### config.mk
export PLATFORM = sky130hd
export DESIGN_NAME = ipq_cell
export DESIGN_NICKNAME = d
export VERILOG_FILES = /design/src/rtl/ipq_pkg.sv /design/src/rtl/ipq_cell.sv
export SDC_FILE = /design/constraint.sdc
export NUM_CORES = 1
export LEC_CHECK = 0
export BUFFER_PORTS_ARGS = -buffer_cell sky130_fd_sc_hd__buf_4
export CAP_MARGIN = 20
export CORE_UTILIZATION = 42
export CTS_BUF_LIST = sky130_fd_sc_hd__clkbuf_4 sky130_fd_sc_hd__clkbuf_8
export CTS_CLUSTER_SIZE = 30
export DETAILED_ROUTE_END_ITERATION = 12
export PLACE_DENSITY = 0.77
export SKIP_LAST_GASP = 1
export SLEW_MARGIN = 20
export SYNTH_ARGS = -nofsm -noshare
export SYNTH_HDL_FRONTEND = slang
export SYNTH_SLANG_ARGS = --single-unit
### constraint.sdc
create_clock -name clock -period 4.6 [get_ports clock]
set_input_delay 0.46 -clock clock [delete_from_list [all_inputs] [get_ports clock]]
set_output_delay 0.46 -clock clock [all_outputs]
set_load 0.03 [all_outputs]
### src/rtl/ipq_pkg.sv
package ipq_pkg;

   // default capacity and the raw Q24.8 form of 1000000.0
   localparam int DEF_MAX_ENTRIES = 256;
   localparam logic signed [31:0] PRIO_LIMIT = 32'sd256000000;
   localparam int CSR_RESET = 256;

   // operation codes of the request channel
   typedef enum logic [2:0] {
      MODE_INSERT   = 3'd0,
      MODE_INCREASE = 3'd1,
      MODE_DECREASE = 3'd2,
      MODE_REMOVE   = 3'd3,
      MODE_QUERY    = 3'd4
   } mode_type;

   // command broadcast to every cell of the chain
   typedef enum logic [1:0] {
      CELL_HOLD,
      CELL_INSERT,
      CELL_DELETE,
      CELL_POP
   } cell_op_type;

   typedef struct packed {
      cell_op_type       op;
      logic signed [31:0] prio;
   } cell_cmd_type;

endpackage

### src/rtl/ipq_cell.sv
module ipq_cell #(
   parameter int IW = 8
) (
   input  logic                 clock,
   input  logic                 reset,
   input  ipq_pkg::cell_cmd_type cmd,
   input  logic [IW-1:0]        cmd_id,
   input  logic                 left_ge,
   input  logic                 left_valid,
   input  logic [IW-1:0]        left_id,
   input  logic signed [31:0]   left_prio,
   input  logic                 right_valid,
   input  logic [IW-1:0]        right_id,
   input  logic signed [31:0]   right_prio,
   input  logic                 hit_in,
   output logic                 valid,
   output logic [IW-1:0]        id,
   output logic signed [31:0]   prio,
   output logic                 ge,
   output logic                 hit_out
);
   import ipq_pkg::*;

   logic                valid_ff, valid_in;
   logic [IW-1:0]       id_ff, id_in;
   logic signed [31:0]  prio_ff, prio_in;

   // this cell stays in place on insert while it outranks the new entry
   assign ge      = valid_ff && (prio_ff > cmd.prio);
   // removal point seen at or before this cell
   assign hit_out = hit_in || (valid_ff && (id_ff == cmd_id));

   // choose between holding, taking the new entry or a neighbour
   always_comb begin
      valid_in = valid_ff;
      id_in    = id_ff;
      prio_in  = prio_ff;
      case (cmd.op)
         CELL_INSERT: begin
            if (!ge) begin
               if (left_ge) begin
                  valid_in = 1'b1;
                  id_in    = cmd_id;
                  prio_in  = cmd.prio;
               end else begin
                  valid_in = left_valid;
                  id_in    = left_id;
                  prio_in  = left_prio;
               end
            end
         end
         CELL_DELETE, CELL_POP: begin
            if (hit_out) begin
               valid_in = right_valid;
               id_in    = right_id;
               prio_in  = right_prio;
            end
         end
         default: begin
         end
      endcase
   end

   always_ff @(posedge clock) begin
      if (reset) begin
         valid_ff <= 1'b0;
      end else begin
         valid_ff <= valid_in;
      end
      id_ff   <= id_in;
      prio_ff <= prio_in;
   end

   assign valid = valid_ff;
   assign id    = id_ff;
   assign prio  = prio_ff;

endmodule

After elaboration in Yosys (flattened, before gate mapping)
Cells that the tools add are included.
{"block": "totals", "out_inout_bits": 43, "ff_bits": 41}
{"block": "classes", "reduce_logical": 6, "n_eq_ne": 6, "magnitude_cmp": 1, "n_mux": 12}
{"op": "$mux 32", "n": 3}
{"op": "$pmux 32 s2", "n": 1}
{"op": "$gt 32x32->1", "n": 1}
{"op": "$mux 8", "n": 3}
{"op": "$pmux 8 s2", "n": 1}
{"op": "$eq 8x8->1", "n": 1}
{"op": "$eq 2x2->1 const B", "n": 2}
{"op": "$ne 2x2->1 const B", "n": 2}
{"op": "$mux 1", "n": 3}
{"op": "$reduce_and 3->1", "n": 1}
{"op": "$eq 2x1->1 const B", "n": 1}
{"op": "$logic_and 1x1->1", "n": 2}
{"op": "$pmux 1 s2", "n": 1}
{"op": "$reduce_bool 2->1", "n": 1}
{"op": "$reduce_or 2->1", "n": 1}
{"op": "$logic_or 1x1->1", "n": 1}

Depth between registers and ports, before layout
{"block": "logic_depth", "ltp_word": 5, "ltp_mapped": 9, "depth_no_buf": 9}

Worst setup path after synthesis
OpenSTA, ideal clock, no wires.
{"block": "synth_timing", "path_type": "reg2reg", "start": "reg prio_ff[7], in the netlist prio[7]", "end": "reg valid_ff, in the netlist valid", "n_path_buf": 0, "setup_slack_ps": 1727, "stages_incl_launch_ff": 9, "arrival_time_ps": 2752, "setup_ps": 121, "path_cell_list": "edfxtp_1 > ha_1 > a21oi_1 > o21ai_0 > a221oi_1 > nor3_2 > a2111oi_1 > a211o_2 > mux2_4"}
{"block": "synth_via", "elab_chain_len": 4}
{"element": "start: declaration", "line_no": "ipq_cell.sv:26", "text": "logic signed [31:0] prio_ff, prio_in;"}
{"element": "start signal: assignment", "line_no": "ipq_cell.sv:71", "text": "prio_ff <= prio_in;"}
{"element": "$gt 32x32->1", "line_no": "ipq_cell.sv:29", "text": "assign ge = valid_ff && (prio_ff > cmd.prio);"}
{"element": "$logic_and 1x1->1", "line_no": "ipq_cell.sv:29"}
{"element": "$ne 2x2->1 (no line)"}
{"element": "$reduce_and 3->1 (no line)"}
{"element": "end signal: assignment", "line_no": "ipq_cell.sv:68", "text": "valid_ff <= valid_in;"}
{"element": "end: declaration", "line_no": "ipq_cell.sv:24", "text": "logic valid_ff, valid_in;"}
Every way passes these cells.
A chain may end at the register's enable or synchronous reset.

Worst setup path after layout
{"block": "layout_timing", "start": "reg prio_ff[14], in the netlist prio[14]", "end": "reg valid_ff, in the netlist valid"}
The elaborated chain is that of the path after synthesis.

==> results.py <==
metrics = {
    "outcome": {
        "status": "completed",
    },
    "sta": {
        "period_share_pct": 65.3,
        "min_period_ns": 3.01,
        "slew_headroom_pct": 39.4,
        "drv_slew": 0,
        "finalSetupViolations": 0,
        "finalHoldViolations": 0,
        "worst_hold_slack_ns": 0.446,
        "fin_skew_ns": 0.00915,
        "worst_pin_slew_ns": 0.910,
        "setup_ws_ns": 1.59,
        "finalSetupTns_ns": 0,
        "rsz0062_at_grt": "no",
        "fmax_ghz": 0.333,
    },
    "clocking": {
        "htreeDepth": 2,
        "clk_path_buf_depth": 2,
        "cts_resized": 0,
        "holdBufCountCts": 0,
        "cts_sinks": 41,
        "cts_buffers": 5,
        "clock_latency_ns": 0.29,
        "clkSlewWorstSetupHoldPaths_ns": 0.08,
        "cts_setup_buffers": 0,
        "cts_tree": "done",
        "ctsRootBufferMaster": "clkbuf_8",
    },
    "setup_path": {
        "cp-start-kind": "register",
        "timing.rr.start": "prio[14]$_DFFE_PP_",
        "crit_required_ns": 4.78,
        "critical_path_arrival_ns": 3.19,
        "rrSetupSlack_ns": 1.59,
        "regToRegEndpoint": "valid$_SDFFE_PP0P_",
        "startpoint": "prio[14]$_DFFE_PP_",
        "crit_type": "register to register",
        "endpoint": "valid$_SDFFE_PP0P_",
        "cp_max_fo": 41,
        "crit_path_end_kind": "register",
        "rr_worst_depth": 7,
    },
    "logic_synthesis": {
        "avgSynthCellArea_um2": 9.51,
        "netlist_instances": 319,
        "ys_warn_count": 0,
        "synth_cell_types": 30,
        "yosysTopAreaCellShare_pct": 39.6,
        "synth-seq-cells": 41,
        "synth_nets": 479,
        "syn-cell-area_um2": 3030,
        "yosysTopAreaCell": "edfxtp_1",
        "ys_top_cells_by_area": "edfxtp_1 40%, ha_1 13%, mux2i_1 13%",
        "ys_seq_area_share_pct": 40.2,
    },
    "finish": {
        "layout_commonest_cell": "buf_4",
        "syn2layout_area_growth_pct": 47.8,
        "n_antenna_cell": 0,
        "layout-drive-gt1-share_pct": 38.8,
        "stdcell_count": 580,
        "final_nets": 643,
        "final_cell_mix": "171 x buf_4, 52 x nand2_1, 46 x o21ai_0",
    },
    "route": {
        "postRouteAntennaNets": 0,
        "post_drt_wl_per_cell_um": 14.1,
        "drtIter0Drc": 54,
        "drc": 0,
        "wirelength_mm": 8.18,
        "vias": 2858,
        "dr.pass1.iters": 4,
        "viasPerCell": 4.93,
    },
    "placed_design": {
        "placed_cells": 572,
        "place_congestion": 0.756,
        "port_buffers": 170,
        "dp_hpwl_mm": 6.63,
        "pre_cts_ws_ns": 1.36,
    },
    "global_route": {
        "grt_first_pass_wirelength_mm": 12.9,
        "first_global_vias": 2898,
        "grt_overflow": 0,
        "grt_use_total_pct": 22.2,
        "grt_max_degree": 84,
        "antenna_found_initial": 0,
    },
    "min_path": {
        "worst_hold_path_type": "input pin to register",
    },
    "die": {
        "die_area_um2": 7570,
        "start_util_pct": 44.2,
        "io_pins": 171,
        "core_um2": 6870,
        "die_w_um": 87.0,
        "die_h_um": 87.0,
        "num_rows": 30,
    },
    "power_and_ir_drop": {
        "ir_worst_vdd_uv": 177,
        "power.density_nw_per_um2": 273,
        "p_leak_nw": 2.27,
    },
    "job": {
        "drv_cap": 0,
    },
}
sequential cells by signal, indices dropped and copies added, names as in the netlist:
name,count
prio,32
id,8
valid,1
per-stage QoR:
stage | instance area [µm²] | utilization, % | total power [mW]
after floorplan | 3030 | - | 0.768
after global placement | 4390 | 63.8 | 0.967
after detailed placement | 4390 | 63.8 | 0.980
after CTS | 4480 | 65.3 | 1.23
after global routing | 4480 | 65.3 | 1.29
final | 4480 | 65.3 | 1.22
worst max-delay path: stages (launching register included):
cell and delay, ns:
edfxtp_1 0.40, ha_1 0.33, nand4_1 0.19, or4_1 0.51, o21ai_0 0.23, a22o_2 0.18, a211o_2 0.70, mux2_4 0.35
cells in the mapped netlist:
master and number:
a211o_2 2, o21ai_0 46, nor2_1 5, a211oi_1 1
nor3_1 2, a21oi_1 16, mux2_4 1, inv_1 36
dfxtp_1 1, nor3_2 1, nand2_1 52, xnor2_1 2
mux2i_1 40, ha_1 32, nor4_2 1, a221oi_1 1
nand4_1 6, nand3_1 3, xor2_1 7, a21boi_0 1
a2111oi_1 1, nor4_1 1, a22o_2 1, and2b_2 3
clkbuf_1 10, buf_1 4, edfxtp_1 40, o211ai_1 1
or4_1 1, a41o_1 1
power by group:
part           internal (mW)  switching, mW
Clock                  0.134          0.119
Sequential             0.474         0.0295
Combinational          0.208          0.257
Total                  0.817          0.405
cell type report:
type,instances,area [µm²]
inverters,36,135
repair buffers,171,1280
clock buffers,8,97.6
well taps,96,120
multi-input cells,228,1630
fillers,601,2390
flip-flops and latches,41,1220
per-layer routing:
metal / track usage (%) / vias to the layer above / part of all wire (%)
met4: 5.00 / 0 / 0.78
li1: - / 1456 / -
met3: 5.78 / 4 / 7.0
met1: 23.8 / 1296 / 39
met5: 0 / - / 0
met2: 43.1 / 102 / 54
cell families after synthesis:
group,after synthesis,synth area share (%)
multiplexers,41,13.7
AO/OA/AOI/OAI,71,12.9
buffers and inverters,50,6.19
AND/OR/NAND/NOR,75,11.2
flip-flops,41,40.2
adder cells (fa/ha/maj),32,13.2
XOR/XNOR,9,2.60
worst min path at each step:
stage	startpoint	end	slack [ns]	cells after the start
floorplan	right_id[0]	id[0]$_DFFE_PP_	0.65	2
global placement	valid$_SDFFE_PP0P_	valid$_SDFFE_PP0P_	0.69	2
detailed placement	valid$_SDFFE_PP0P_	valid$_SDFFE_PP0P_	0.71	2
CTS	right_prio[21]	prio[21]$_DFFE_PP_	0.44	3
global route	right_prio[31]	prio[31]$_DFFE_PP_	0.45	3
finish	right_prio[21]	prio[21]$_DFFE_PP_	0.45	3
(Power assumes the default switching activity.)
